## config.mk

```make
export PLATFORM = sky130hd
export DESIGN_NAME = bcd_rtc_check_and_time_offset_unit
export DESIGN_NICKNAME = d
export VERILOG_FILES = /design/src/sv/bcdrtc_pkg.sv /design/src/sv/bcdrtc_date.sv /design/src/sv/bcd_rtc_check_and_time_offset_unit.sv
export VERILOG_INCLUDE_DIRS = /design/src /design/src/sv
export SDC_FILE = /design/constraint.sdc
export NUM_CORES = 1
export LEC_CHECK = 0
export BUFFER_PORTS_ARGS = -buffer_cell sky130_fd_sc_hd__buf_2
export CAP_MARGIN = 20
export CORE_MARGIN = 1.5
export CORE_UTILIZATION = 43
export DETAILED_ROUTE_END_ITERATION = 6
export RECOVER_POWER = 50
export SYNTH_ARGS = -nofsm -noshare
export SYNTH_HDL_FRONTEND = slang
export SYNTH_SLANG_ARGS = --single-unit
```

## constraint.sdc

```tcl
create_clock -name clk_i -period 12.28 [get_ports clk_i]
set_clock_uncertainty 0.1 [all_clocks]
set_input_delay 2.456 -clock clk_i [delete_from_list [all_inputs] [get_ports clk_i]]
set_output_delay 2.456 -clock clk_i [all_outputs]
set_load 0.005 [all_outputs]
```

## src/sv/bcd_rtc_check_and_time_offset_unit_defines.svh

```systemverilog
// assertion macros shared by the rtc check rtl
// no dependencies; assertions drop out when SYNTHESIS is defined
`ifndef BCD_RTC_CHECK_AND_TIME_OFFSET_UNIT_DEFINES_SVH
`define BCD_RTC_CHECK_AND_TIME_OFFSET_UNIT_DEFINES_SVH

`ifndef SYNTHESIS

// same-cycle implication, checked on clk_i outside reset
`define BCDRTC_ASSERT_IMP(lbl, ante, cons, msg) \
  lbl: assert property (@(posedge clk_i) disable iff (!rst_ni) (ante) |-> (cons)) \
    else $error(msg);

// next-cycle implication, checked on clk_i outside reset
`define BCDRTC_ASSERT_NEXT(lbl, ante, cons, msg) \
  lbl: assert property (@(posedge clk_i) disable iff (!rst_ni) (ante) |=> cons) \
    else $error(msg);

`else

`define BCDRTC_ASSERT_IMP(lbl, ante, cons, msg)
`define BCDRTC_ASSERT_NEXT(lbl, ante, cons, msg)

`endif

`endif

```

## src/sv/bcdrtc_pkg.sv

```systemverilog
// types, constants and helper functions of the rtc check unit
// no dependencies
package bcdrtc_pkg;

  // bcd conversion
  localparam logic [7:0] BcdBad   = 8'hFF;
  localparam logic [7:0] BcdLimit = 8'hA0;
  localparam logic [3:0] DigitMax = 4'd9;

  // calendar and time limits
  localparam logic [15:0] DaysPerYear = 16'd365;
  localparam logic [7:0]  MonthsMax   = 8'd12;
  localparam logic [7:0]  FebMonth    = 8'd2;
  localparam logic [7:0]  HourMax     = 8'd24;
  localparam logic [7:0]  MinSecMax   = 8'd60;
  localparam logic [7:0]  SecPerMin   = 8'd60;
  localparam logic [7:0]  MinPerHour  = 8'd60;
  localparam logic [7:0]  HoursPerDay = 8'd24;

  // error flag bit positions
  localparam int unsigned FlagPower  = 0;
  localparam int unsigned Flag12h    = 1;
  localparam int unsigned FlagYear   = 2;
  localparam int unsigned FlagMonth  = 3;
  localparam int unsigned FlagDay    = 4;
  localparam int unsigned FlagHour   = 5;
  localparam int unsigned FlagMinute = 6;
  localparam int unsigned FlagSecond = 7;

  // config register indexes
  typedef enum logic [1:0] {
    CFG_OFFSET_DAYS    = 2'd0,
    CFG_OFFSET_HOURS   = 2'd1,
    CFG_OFFSET_MINUTES = 2'd2,
    CFG_OFFSET_SECONDS = 2'd3
  } cfg_idx_e;

  localparam int unsigned CfgWidth = 16;

  // input beat
  typedef struct packed {
    logic [7:0] bcd_year;
    logic [7:0] bcd_month;
    logic [7:0] bcd_day;
    logic [7:0] bcd_hour;
    logic [7:0] bcd_minute;
    logic [7:0] bcd_second;
    logic       power_lost;
    logic       mode_24h;
  } item_t;

  // result beat
  typedef struct packed {
    logic [7:0]         error_flags;
    logic [15:0]        day_count;
    logic signed [15:0] diff_days;
    logic signed [7:0]  diff_hours;
    logic signed [7:0]  diff_minutes;
    logic signed [7:0]  diff_seconds;
  } result_t;

  // date check status between the date unit and the top level
  typedef struct packed {
    logic        year_bad;
    logic        month_bad;
    logic        day_bad;
    logic [15:0] day_count;
  } date_t;

  // bcd byte to binary, invalid digits give BcdBad
  function automatic logic [7:0] bcd_to_bin(logic [7:0] b);
    logic [7:0] tens;
    tens = {4'd0, b[7:4]};
    if (b >= BcdLimit || b[3:0] > DigitMax) begin
      return BcdBad;
    end
    return 8'((tens << 3) + (tens << 1) + {4'd0, b[3:0]});
  endfunction

  // days in a month of a common year
  function automatic logic [4:0] month_len(logic [3:0] m);
    case (m)
      4'd2:                      return 5'd28;
      4'd4, 4'd6, 4'd9, 4'd11:   return 5'd30;
      default:                   return 5'd31;
    endcase
  endfunction

  // days of a common year before the first of a month
  function automatic logic [8:0] month_start(logic [3:0] m);
    case (m)
      4'd1:    return 9'd0;
      4'd2:    return 9'd31;
      4'd3:    return 9'd59;
      4'd4:    return 9'd90;
      4'd5:    return 9'd120;
      4'd6:    return 9'd151;
      4'd7:    return 9'd181;
      4'd8:    return 9'd212;
      4'd9:    return 9'd243;
      4'd10:   return 9'd273;
      4'd11:   return 9'd304;
      4'd12:   return 9'd334;
      default: return 9'd0;
    endcase
  endfunction

endpackage

```

## src/sv/bcdrtc_date.sv

```systemverilog
// date check and day count of one bcd reading, combinational
// depends on bcdrtc_pkg
module bcdrtc_date (
  input  logic [7:0]         bcd_year_i,
  input  logic [7:0]         bcd_month_i,
  input  logic [7:0]         bcd_day_i,
  output bcdrtc_pkg::date_t  date_o
);
  import bcdrtc_pkg::*;

  logic [7:0]  year, month, day;
  logic        year_bad, month_bad, day_bcd_bad, date_ok, leap;
  logic [5:0]  day_lim;
  logic [6:0]  yr_m1;
  logic [15:0] year_days, count;

  // digit conversion
  assign year  = bcd_to_bin(bcd_year_i);
  assign month = bcd_to_bin(bcd_month_i);
  assign day   = bcd_to_bin(bcd_day_i);

  assign year_bad    = (year == BcdBad);
  assign month_bad   = (month == BcdBad) || (month == 8'd0) || (month > MonthsMax);
  assign day_bcd_bad = (day == BcdBad);
  assign date_ok     = !year_bad && !month_bad && !day_bcd_bad;

  // valid years are 0..99, where a leap year is a multiple of four
  assign leap = (year[1:0] == 2'b00);

  // month length, february gets one more in a leap year
  assign day_lim = {1'b0, month_len(month[3:0])} +
                   6'((month == FebMonth) && leap);

  // whole years from year 1 up to the one before; leap years among them
  assign yr_m1     = year[6:0] - 7'd1;
  assign year_days = (year == 8'd0) ? 16'd0
                   : 16'(16'(yr_m1) * DaysPerYear) + 16'(yr_m1 >> 2);

  // year part, month part, leap day, day of month
  assign count = year_days + 16'(month_start(month[3:0])) +
                 16'((month > FebMonth) && leap) + 16'(day);

  assign date_o.year_bad  = year_bad;
  assign date_o.month_bad = month_bad;
  assign date_o.day_bad   = day_bcd_bad || (date_ok && (day > {2'b00, day_lim}));
  assign date_o.day_count = date_ok ? count : 16'd0;

endmodule

```

## src/sv/bcd_rtc_check_and_time_offset_unit.sv

```systemverilog
// top level of the bcd rtc reading check and time offset unit
// depends on bcdrtc_pkg, bcdrtc_date and the assertion macro header
//
// Takes one rtc reading per clock: a beat is accepted whenever start_i is
// high (busy_o stays low, the unit never refuses a beat). Each result comes
// out on result_o with done_o high for exactly one cycle; there is no
// way to hold it, so the receiver must take it then. A reading passes
// through the input register and the result register, with the bcd
// decode, calendar check, day count and borrow chain between them. The
// offset registers are written through cfg_we_i/cfg_idx_i/cfg_wdata_i and
// should only change while no reading is in flight.
`include "bcd_rtc_check_and_time_offset_unit_defines.svh"

module bcd_rtc_check_and_time_offset_unit (
  input  logic                                     clk_i,
  input  logic                                     rst_ni,
  input  logic                                     start_i,
  input  bcdrtc_pkg::item_t                        item_i,
  output logic                                     busy_o,
  output logic                                     done_o,
  output bcdrtc_pkg::result_t                      result_o,
  input  logic                                     cfg_we_i,
  input  bcdrtc_pkg::cfg_idx_e                     cfg_idx_i,
  input  logic [bcdrtc_pkg::CfgWidth-1:0]          cfg_wdata_i
);
  import bcdrtc_pkg::*;

  logic        s1_valid_q;
  item_t       s1_item_q;
  logic        done_q;
  result_t     result_q, result_d;
  logic [15:0] off_days_q;
  logic [7:0]  off_hours_q, off_minutes_q, off_seconds_q;

  date_t       date;
  logic [7:0]  hour, minute, second;
  logic [7:0]  s_diff, m_diff, h_diff;
  logic [15:0] d_diff;
  logic [7:0]  flags;

  assign busy_o = 1'b0;

  // offset registers
  always_ff @(posedge clk_i or negedge rst_ni) begin
    if (!rst_ni) begin
      off_days_q    <= '0;
      off_hours_q   <= '0;
      off_minutes_q <= '0;
      off_seconds_q <= '0;
    end else if (cfg_we_i) begin
      case (cfg_idx_i)
        CFG_OFFSET_DAYS:    off_days_q    <= cfg_wdata_i;
        CFG_OFFSET_HOURS:   off_hours_q   <= cfg_wdata_i[7:0];
        CFG_OFFSET_MINUTES: off_minutes_q <= cfg_wdata_i[7:0];
        CFG_OFFSET_SECONDS: off_seconds_q <= cfg_wdata_i[7:0];
        default: ;
      endcase
    end
  end

  // input register
  always_ff @(posedge clk_i or negedge rst_ni) begin
    if (!rst_ni) begin
      s1_valid_q <= 1'b0;
    end else begin
      s1_valid_q <= start_i && !busy_o;
    end
  end

  always_ff @(posedge clk_i) begin
    if (start_i && !busy_o) begin
      s1_item_q <= item_i;
    end
  end

  // calendar part
  bcdrtc_date u_date (
    .bcd_year_i  (s1_item_q.bcd_year),
    .bcd_month_i (s1_item_q.bcd_month),
    .bcd_day_i   (s1_item_q.bcd_day),
    .date_o      (date)
  );

  // time digits
  assign hour   = bcd_to_bin(s1_item_q.bcd_hour);
  assign minute = bcd_to_bin(s1_item_q.bcd_minute);
  assign second = bcd_to_bin(s1_item_q.bcd_second);

  // flag word
  always_comb begin
    flags             = '0;
    flags[FlagPower]  = s1_item_q.power_lost;
    flags[Flag12h]    = !s1_item_q.mode_24h;
    flags[FlagYear]   = date.year_bad;
    flags[FlagMonth]  = date.month_bad;
    flags[FlagDay]    = date.day_bad;
    flags[FlagHour]   = (hour == BcdBad) || (hour > HourMax);
    flags[FlagMinute] = (minute == BcdBad) || (minute > MinSecMax);
    flags[FlagSecond] = (second == BcdBad) || (second > MinSecMax);
  end

  // offset subtraction with borrow from seconds up to days
  always_comb begin
    s_diff = second - off_seconds_q;
    m_diff = minute - off_minutes_q;
    h_diff = hour - off_hours_q;
    d_diff = date.day_count - off_days_q;
    if (s_diff[7]) begin
      s_diff = s_diff + SecPerMin;
      m_diff = m_diff - 8'd1;
    end
    if (m_diff[7]) begin
      m_diff = m_diff + MinPerHour;
      h_diff = h_diff - 8'd1;
    end
    if (h_diff[7]) begin
      h_diff = h_diff + HoursPerDay;
      d_diff = d_diff - 16'd1;
    end
    result_d.error_flags  = flags;
    result_d.day_count    = date.day_count;
    result_d.diff_days    = d_diff;
    result_d.diff_hours   = h_diff;
    result_d.diff_minutes = m_diff;
    result_d.diff_seconds = s_diff;
  end

  // result register
  always_ff @(posedge clk_i or negedge rst_ni) begin
    if (!rst_ni) begin
      done_q <= 1'b0;
    end else begin
      done_q <= s1_valid_q;
    end
  end

  always_ff @(posedge clk_i) begin
    if (s1_valid_q) begin
      result_q <= result_d;
    end
  end

  assign done_o   = done_q;
  assign result_o = result_q;

  // checks
  `BCDRTC_ASSERT_NEXT(a_latency, start_i && !busy_o, ##1 done_o, "accepted beat gave no result")
  `BCDRTC_ASSERT_IMP(a_done_src, done_o, $past(s1_valid_q), "result without a staged beat")
  `BCDRTC_ASSERT_IMP(a_bad_date_zero,
      done_o && (result_o.error_flags[FlagYear] || result_o.error_flags[FlagMonth]),
      result_o.day_count == 16'd0, "day count set for an invalid date")

endmodule
```

==> results of run 1 <==
[cells in the final DEF, fill, tap and decap left out, types with 13 or more instances in the layout]
cell / netlist / layout
edfxtp_1: 114 / 114
xnor2_1: 58 / 58
buf_2: 0 / 133
a21o_1: 18 / 18
nand2b_1: 21 / 21
nor3_1: 23 / 23
mux2_2: 26 / 26
nor2_1: 75 / 75
nand2_1: 75 / 75
a21oi_1: 51 / 51
clkbuf_16: 0 / 17
ha_1: 156 / 156
xor2_1: 38 / 38
fa_1: 44 / 44
inv_1: 111 / 111
or2_2: 17 / 17
nand3_1: 25 / 25
nor2b_1: 13 / 13
o21a_1: 13 / 13
o21ai_0: 58 / 58
dfrtp_1: 42 / 42
[Yosys cell counts (all sizes together), types with 8 or more instances]
library cell / number / area share, %
mux2i: 13 / 1.3
nor3: 25 / 1.1
xor2: 39 / 2.9
nor2b: 13 / 0.67
o21a: 13 / 0.81
a21oi: 52 / 2.2
nand2b: 21 / 1.1
ha: 156 / 16
nand2: 75 / 2.3
clkbuf: 8 / 0.25
or2: 19 / 1.0
a211oi: 9 / 0.68
xnor2: 61 / 4.7
o21ai: 70 / 2.9
fa: 44 / 7.3
nor2: 77 / 2.4
mux2: 26 / 2.4
a21o: 18 / 1.1
nand3: 25 / 1.0
inv: 111 / 3.4
nand3b: 8 / 0.50
edfxtp: 114 / 28
dfrtp: 42 / 8.7
[routing by layer]
| layer | up-vias | GRT usage (%) | wire, µm |
|---|---|---|---|
| li1 | 4311 | - | - |
| met1 | 3987 | 22.6 | 11500 |
| met2 | 106 | 31.7 | 12100 |
| met3 | 24 | 2.82 | 755 |
| met4 | 0 | 4.27 | 335 |
| met5 | - | 0 | 0 |
[worst register-to-register path, delay by kind of cell, from the launching register on]
| family | cells | cell delay, ns |
|---|---|---|
| AND/OR/NAND/NOR | 11 | 2.28 |
| XOR/XNOR | 3 | 0.56 |
| AO/OA/AOI/OAI | 7 | 1.41 |
| adder cells (fa/ha/maj) | 10 | 4.00 |
| flip-flops | 1 | 0.34 |
| buffers and inverters | 4 | 0.21 |
[per-stage QoR]
| stage | area (µm²) | cells | worst slack, ns | utilization (%) |
|---|---|---|---|---|
| 2_1_floorplan | 12100 | 1133 | 3.74 | - |
| 6_report | 13800 | 1673 | 3.11 | 49.8 |
| 3_5_place_dp | 13200 | 1639 | 3.11 | 47.7 |
| 3_3_place_gp | 13200 | 1639 | 3.27 | 47.7 |
| 4_1_cts | 13900 | 1671 | 3.08 | 49.9 |
| 5_1_grt | 13800 | 1673 | 2.45 | 49.8 |
[flip-flops by register name (all words and copies together), names as in the netlist]
name and cells:
done_o 1, flags 1, off_days_q 16, off_hours_q 8, off_minutes_q 8, off_seconds_q 8, result_o 64, s1_item_q 49
s1_valid_q 1
[cell families after synthesis]
kind of cell             after synthesis  share of synthesized area [%]
multiplexers                          39                           3.70
AND/OR/NAND/NOR                      311                           13.3
XOR/XNOR                             101                           7.76
adder cells (fa/ha/maj)              200                           23.4
buffers and inverters                122                           3.87
flip-flops                           156                           36.9
other                                  1                         0.0309
AO/OA/AOI/OAI                        203                           11.1
[worst max path at each step]
stage | end | depth (start not counted) | slack [ns]
finish | result_o[39]$_DFFE_PP_ | 35 | 3.11
floorplan | result_o[39]$_DFFE_PP_ | 35 | 3.74
CTS | result_o[39]$_DFFE_PP_ | 35 | 3.08
detailed placement | result_o[39]$_DFFE_PP_ | 35 | 3.11
global route | result_o[39]$_DFFE_PP_ | 35 | 2.45
global placement | result_o[39]$_DFFE_PP_ | 35 | 3.27
[cell type report]
class | count | area, µm² | area share (%)
clock buffers | 19 | 453 | 3.27
clock inverters | 13 | 153 | 1.10
inverters | 111 | 417 | 3.01
multi-input cells | 855 | 7170 | 51.8
flip-flops and latches | 156 | 4470 | 32.3
well taps | 378 | 473 | 3.42
repair buffers | 141 | 699 | 5.05
==> flow_metrics.env, run 1 <==
export IMPL_postCtsHoldBufs=0
export IMPL_die_area_um2=29200
export IMPL_die_y_um=171
export IMPL_hpwl_um=19700
export IMPL_critPathKind="reg2reg"
export IMPL_postSynthAreaPerCell_um2=10.7
export IMPL_vias_per_cell=5.04
export IMPL_post_cts_buffers=0
export IMPL_cts_resized=0
export IMPL_hold_viol=0
export IMPL_critPathLaunchType="flip-flop"
export IMPL_globalRouteOverflowTotal=0
export IMPL_syn_inst=1133
export IMPL_nNetsFinal=1554
export IMPL_crit_slowest_cell="fa_1"
export IMPL_grt_pass1_vias=8394
export IMPL_htree_levels=4
export IMPL_period_share_pct=74.6
export IMPL_crit_start="s1_item_q[45]$_DFFE_PP_"
export IMPL_min_period_ns=9.17
export IMPL_cp_end_kind="flip-flop"
export IMPL_required_ns=12.35
export IMPL_rows=61
export IMPL_holdWs_ns=0.334
export IMPL_whs_endpoint="result_o[56]$_DFFE_PP_"
export IMPL_synth_async_reset_ratio_pct=26.9
export IMPL_core_area_um2=27800
export IMPL_routed_wl_um=24700
export IMPL_reg2regPathDepth=35
export IMPL_synth_distinct_cells=78
export IMPL_grt_pass1_wl_um=40500
export IMPL_worstReg2RegEnd="result_o[39]$_DFFE_PP_"
export IMPL_cts_tree="done"
export IMPL_worstReg2RegStart="s1_item_q[45]$_DFFE_PP_"
export IMPL_path_clk_slew_ns=0.07
export IMPL_wl_per_cell_um=14.8
export IMPL_setup_viol=0
export IMPL_maxSlewViolCount=141
export IMPL_syn_area_um2=12100
export IMPL_syn2layout_area_growth_pct=14.2
export IMPL_synth_ff_type="edfxtp_1"
export IMPL_setup_tns_ns=0
export IMPL_antenna_found_initial=0
export IMPL_io_buffers=136
export IMPL_clockBufferDepth=2
export IMPL_grt_usage_pct=17.8
export IMPL_drive_above_1_share_pct=18.7
export IMPL_violations="capacitance limit, slew limit"
export IMPL_reg2reg_slack_ns=3.11
export IMPL_ant_nets=0
export IMPL_fillerInstances=2609
export IMPL_synth_seq_cells=156
export IMPL_clock_sinks=156
export IMPL_fmax_mhz=109
export IMPL_dr_pass1_iters=4
export IMPL_arrival_ns=9.24
export IMPL_drt_iter0_drc=333
export IMPL_hp_class="reg2reg"
export IMPL_clk_latency_ns=0.42
export IMPL_grt_max_degree=52
export IMPL_synth_edf_count=114
export IMPL_status="finished with violations"
export IMPL_num_antenna_cells=0
export IMPL_cp_slowest_stage_delay_ns=0.52
export IMPL_die_w_um=171
export IMPL_syn_nets=1405
export IMPL_drc_errors=0
export IMPL_holdCritStartpoint="flags[0]$_DFFE_PP_"
export IMPL_yosys_warnings=0
export IMPL_synth_seq_area_share_pct=36.9
export IMPL_ios=138
export IMPL_crit_path_max_fanout=6
export IMPL_tightest_slew_ns=2.97
export IMPL_start_util_pct=43.6
export IMPL_worst_path_buf_inv=4
export IMPL_cts_root_buf="clkbuf_16"
export IMPL_cts_buffers=17
export IMPL_maxCapViolations=3
export IMPL_gp_congestion=0.883
export IMPL_rsz0062_at_grt="false"
export IMPL_worstHoldPathCells=0
export IMPL_critical_path_top_delay_family="adder cells"
export IMPL_vias=8428
export IMPL_relSlewSlack_pct=-97.8
Power of run 1 is left out: the tool's default activity adds up to more than one toggle a clock period on the data nets, which glitch-free logic cannot reach.
==> run 2, diff against run 1 <==
- clock period: 12.28 -> 8.25 ns (I/O delays scaled with it)
==> run 2 against run 1 <==
  * The run ends with capacitance limit, slew limit, setup timing left
  * Sequential cell count is the same
  * Worst hold slack lost 0.012 ns
  * Sequential share of layout area shrank 2.0 points
  * Clock-buffer cell count grew 1
  * Core utilization grew 3.3 points
  * Non-clock buffer count grew 79
  * Maximum frequency grew 11%
  * Final cell count grew 4.7%
==> flow_metrics.env, run 2 (synthesis results as in run 1) <==
export IMPL_worstHoldPathCells=0
export IMPL_antenna_found_initial=0
export IMPL_start_util_pct=43.6
export IMPL_stdcell_count=1752
export IMPL_gp_congestion=0.884
export IMPL_status="finished with violations"
export IMPL_postCtsHoldBufs=0
export IMPL_clockBufferDepth=2
export IMPL_fillerInstances=2555
export IMPL_setup_viol=1
export IMPL_cp_common_cell="fa_1"
export IMPL_ios=138
export IMPL_grt_max_degree=54
export IMPL_largest_reg_flops=64
export IMPL_fmax_mhz=121
export IMPL_path_clk_slew_ns=0.07
export IMPL_maxCapViolations=3
export IMPL_rows=61
export IMPL_drt_iter0_drc=494
export IMPL_vias_per_cell=5.04
export IMPL_crit_slowest_cell="fa_1"
export IMPL_routed_wl_um=25800
export IMPL_grt_usage_pct=18.6
export IMPL_mostFrequentLayoutCell="ha_1"
export IMPL_hp_class="reg2reg"
export IMPL_clk_latency_ns=0.44
export IMPL_drive_above_1_share_pct=27.4
export IMPL_vias=8828
export IMPL_ant_nets=0
export IMPL_violations="capacitance limit, slew limit, setup timing"
export IMPL_maxSlewViolCount=136
export IMPL_cts_tree="done"
export IMPL_cts_buffers=17
export IMPL_dr_pass1_iters=5
export IMPL_drc_errors=0
export IMPL_cp_slowest_stage_delay_ns=0.55
export IMPL_hold_viol=0
export IMPL_nNetsFinal=1633
export IMPL_crit_path_max_fanout=3
export IMPL_wl_per_cell_um=14.7
export IMPL_syn2layout_area_growth_pct=21.9
export IMPL_required_ns=8.33
export IMPL_period_share_pct=100
export IMPL_layout_setup_ws_ns=-0.0392
export IMPL_cp_end_kind="flip-flop"
export IMPL_grt_pass1_wl_um=42200
export IMPL_min_period_ns=8.29
export IMPL_die_y_um=171
export IMPL_reg2regPathDepth=38
export IMPL_final_cell_mix="145 x ha_1, 132 x buf_2, 114 x edfxtp_1, 107 x inv_1, 79 x buf_4"
export IMPL_critPathLaunchType="flip-flop"
export IMPL_arrival_ns=8.37
export IMPL_core_area_um2=27800
export IMPL_rsz0062_at_grt="true"
export IMPL_clock_sinks=156
export IMPL_globalRouteOverflowTotal=0
export IMPL_post_route_util_pct=53.2
export IMPL_htree_levels=4
export IMPL_critPathKind="reg2reg"
export IMPL_relSlewSlack_pct=-103
export IMPL_die_w_um=171
export IMPL_tightest_slew_ns=3.04
export IMPL_grt_pass1_vias=8913
export IMPL_cts_root_buf="clkbuf_16"
export IMPL_hpwl_um=20300
export IMPL_placedCellCount=1711
export IMPL_die_area_um2=29200
export IMPL_io_buffers=136
export IMPL_num_antenna_cells=0
run 2: cell types whose count changed in the layout (fill, tap and decap cells not counted), moves of 5 or more:
cell | previous run | this run
o21ai_0 | 58 | 53
buf_4 | 1 | 79
a21oi_2 | 1 | 10
ha_1 | 156 | 145
ha_4 | 0 | 8
a21oi_1 | 51 | 41
nor3_2 | 2 | 11
nor3_1 | 23 | 13
run 2: area by class of cell:
class,count,area [µm²],area share [%]
Multi-Input combinational cell,855,7500,50.8
Sequential cell,156,4470,30.3
Timing Repair Buffer,220,1290,8.77
Tap cell,378,473,3.20
Clock buffer,20,447,3.02
Inverter,111,417,2.82
Clock inverter,12,161,1.09
run 2: critical path: cells and delay by family (launching register included):
| kind | cells | cell delay, ns |
|---|---|---|
| xor gates and xnor gates | 3 | 0.36 |
| buffers and inverters | 6 | 0.45 |
| AOI/OAI and AO/OA | 12 | 1.97 |
| adders and majority gates | 10 | 3.67 |
| and+or+nand+nor | 7 | 1.09 |
| DFF | 1 | 0.37 |
run 2: path summary, 6_finish.rpt:
kind / start / end / slack [ns]
max: s1_item_q[45]$_DFFE_PP_ / result_o[39]$_DFFE_PP_ / -0.04
min: flags[0]$_DFFE_PP_ / result_o[56]$_DFFE_PP_ / 0.32
max reg2reg: s1_item_q[45]$_DFFE_PP_ / result_o[39]$_DFFE_PP_ / -0.04
min reg2reg: flags[0]$_DFFE_PP_ / result_o[56]$_DFFE_PP_ / 0.32
max in group asynchronous: rst_ni / off_minutes_q[0]$_DFFE_PN0P_ / 4.87
min in group asynchronous: rst_ni / off_days_q[5]$_DFFE_PN0P_ / 1.18
run 2: what timing repair did:
item	in CTS	in global routing
buffers inserted	3	5
endpoints found under the hold margin	0	0
gates resized for setup	20	42
endpoints found under the setup margin	5	8
pin swaps	15	39
run 2: layer usage:
metal | up-vias | wire length, µm | global-route usage [%] | share of wire, %
li1 | 4460 | - | - | -
met1 | 4177 | 11500 | 22.6 | 44
met2 | 149 | 12700 | 32.8 | 49
met3 | 42 | 902 | 3.05 | 3.5
met4 | 0 | 710 | 7.55 | 2.8
met5 | - | 0 | 0 | 0
run 2: metrics by stage:
stage	worst slack (ns)	instance area, µm²	hold slack [ns]	setup TNS [ns]
3_3_place_gp	-0.117	13800	0.302	-0.212
2_1_floorplan	0.0123	12200	0.300	0
5_1_grt	-0.504	14800	0.336	-1.84
4_1_cts	0.00666	14500	0.322	0
6_report	-0.0392	14800	0.322	-0.0392
3_5_place_dp	-0.245	13800	0.306	-0.701
Power of run 2 is left out for the same reason.
==> run 3, diff against run 2 <==
- CAP_MARGIN: 20 -> not set
- REMOVE_ABC_BUFFERS: not set -> 1
==> run 3 against run 2 <==
  * The flow still finishes with violations (capacitance limit, slew limit, setup timing)
  * Wire length rose by 3.3%
  * Clock-buffer cell count fell by 2
  * First-iteration DRC count fell by 37%
  * Global-route usage fell by 0.16 points
  * Critical endpoint unchanged
==> flow_metrics.env, run 3 (synthesis results as in run 1) <==
export IMPL_final_cell_mix="136 x ha_1, 132 x buf_2, 114 x edfxtp_1, 105 x inv_1, 104 x buf_4"
export IMPL_path_clk_slew_ns=0.07
export IMPL_violations="capacitance limit, slew limit, setup timing"
export IMPL_clockBufferDepth=2
export IMPL_maxCapViolations=3
export IMPL_vias=8934
export IMPL_layout_setup_ws_ns=-0.0397
export IMPL_drc_errors=0
export IMPL_grt_max_degree=52
export IMPL_cp_slowest_stage_delay_ns=0.55
export IMPL_setup_viol=1
export IMPL_core_area_um2=27800
export IMPL_crit_path_max_fanout=4
export IMPL_largest_reg_flops=64
export IMPL_rows=61
export IMPL_multi_input_area_um2=7680
export IMPL_status="finished with violations"
export IMPL_ios=138
export IMPL_cts_root_buf="clkbuf_16"
export IMPL_maxSlewViolCount=143
export IMPL_fillerInstances=2493
export IMPL_relSlewSlack_pct=-105
export IMPL_syn2layout_area_growth_pct=25.0
export IMPL_grt_use_met2_pct=33.6
export IMPL_io_buffers=136
export IMPL_antenna_found_initial=0
export IMPL_crit_start="s1_item_q[48]$_DFFE_PP_"
export IMPL_globalRouteOverflowTotal=0
export IMPL_clock_sinks=156
export IMPL_grtUsageMet1_pct=22.6
export IMPL_fmax_mhz=121
export IMPL_critPathKind="reg2reg"
export IMPL_vias_per_cell=5.02
export IMPL_ant_nets=0
export IMPL_clk_latency_ns=0.43
export IMPL_dp_slack_ns=-0.576
export IMPL_nNetsFinal=1660
export IMPL_crit_slowest_cell="fa_1"
export IMPL_htree_levels=4
export IMPL_num_antenna_cells=0
export IMPL_post_route_util_pct=54.5
export IMPL_grt_pass1_vias=8916
export IMPL_routed_wl_um=26600
export IMPL_rsz0062_at_grt="true"
export IMPL_critPathLaunchType="flip-flop"
export IMPL_grt_pass1_wl_um=42000
export IMPL_worstReg2RegStart="s1_item_q[48]$_DFFE_PP_"
export IMPL_arrival_ns=8.36
export IMPL_hp_class="reg2reg"
export IMPL_period_share_pct=100
export IMPL_grt_busiest_layer="met2"
export IMPL_wl_per_cell_um=15.0
export IMPL_required_ns=8.32
export IMPL_mostFrequentLayoutCell="ha_1"
export IMPL_start_util_pct=43.6
export IMPL_cp_end_kind="flip-flop"
export IMPL_drive_above_1_share_pct=30.5
export IMPL_gp_congestion=0.873
export IMPL_grt_usage_pct=18.4
export IMPL_worst_path_buf_inv=6
export IMPL_dr_pass1_iters=4
export IMPL_die_area_um2=29200
export IMPL_cts_tree="done"
export IMPL_cts_buffers=17
export IMPL_postCtsHoldBufs=0
export IMPL_die_y_um=171
export IMPL_holdCritStartpoint="flags[0]$_DFFE_PP_"
export IMPL_hold_viol=0
export IMPL_tightest_slew_ns=3.08
export IMPL_drt_iter0_drc=310
export IMPL_min_period_ns=8.29
export IMPL_die_w_um=171
export IMPL_critical_path_top_delay_family="adder cells"
export IMPL_regArea_um2=4470
export IMPL_met3_usage_pct=2.89
export IMPL_holdWs_ns=0.321
export IMPL_hpwl_um=20700
==> run 3: cell count changes in the layout (fill, tap and decap cells not counted), moves of 3 or more <==
| cell | previous run | this run |
|---|---|---|
| buf_4 | 79 | 104 |
| o21ai_2 | 2 | 5 |
| ha_1 | 145 | 136 |
| a21oi_1 | 41 | 38 |
| ha_4 | 8 | 16 |
| a21oi_2 | 10 | 14 |
| xnor2_1 | 55 | 52 |
| xnor2_2 | 5 | 8 |
==> run 3: per-stage QoR <==
| step | std cells | area (µm²) | setup TNS (ns) |
|---|---|---|---|
| 3_3_place_gp | 1729 | 13900 | -0.878 |
| 3_5_place_dp | 1729 | 13900 | -2.09 |
| 2_1_floorplan | 1122 | 12100 | -0.563 |
| 6_report | 1779 | 15100 | -0.0397 |
| 5_1_grt | 1779 | 15100 | -1.52 |
| 4_1_cts | 1766 | 14700 | 0 |
==> run 3: path summary, 6_finish.rpt <==
| kind | endpoint | slack, ns | cells past startpoint |
|---|---|---|---|
| worst max-delay path | result_o[39]$_DFFE_PP_ | -0.04 | 38 |
| worst min-delay path | result_o[56]$_DFFE_PP_ | 0.32 | 0 |
| worst max register to register | result_o[39]$_DFFE_PP_ | -0.04 | 38 |
| worst min register to register | result_o[56]$_DFFE_PP_ | 0.32 | 0 |
| max in group asynchronous | done_o$_DFF_PN0_ | 4.80 | 1 |
| min in group asynchronous | off_days_q[9]$_DFFE_PN0P_ | 1.86 | 1 |
==> run 3: worst register-to-register path: cells and delay by family (launching register included) <==
family                     cells  cell delay (ns)
AOI/OAI and AO/OA              9             1.52
xor gates and xnor gates       3             0.45
adders and majority gates     10             3.61
buffers and inverters          6             0.43
DFF                            1             0.37
and+or+nand+nor               10             1.54
==> run 3: final cells by class <==
cell class              instances  area share (%)
multi-input cells             855            50.8
clock buffers                  18            2.83
repair buffers                247            9.94
flip-flops and latches        156            29.6
clock inverters                14            1.04
well taps                     378            3.12
inverters                     111            2.75
==> run 3: what timing repair did <==
item / in CTS / in global routing
resized for setup: 26 / 74
buffers inserted: 5 / 13
endpoints found under the setup margin: 6 / 8
pin swaps: 22 / 58
==> run 3: metal layers <==
layer  vias to the layer above  routed length (µm)
li1                       4526                   -
met1                      4255               11900
met2                       118               13600
met3                        35                 657
met4                         0                 464
met5                         -                   0
Power of run 3 is left out for the same reason.
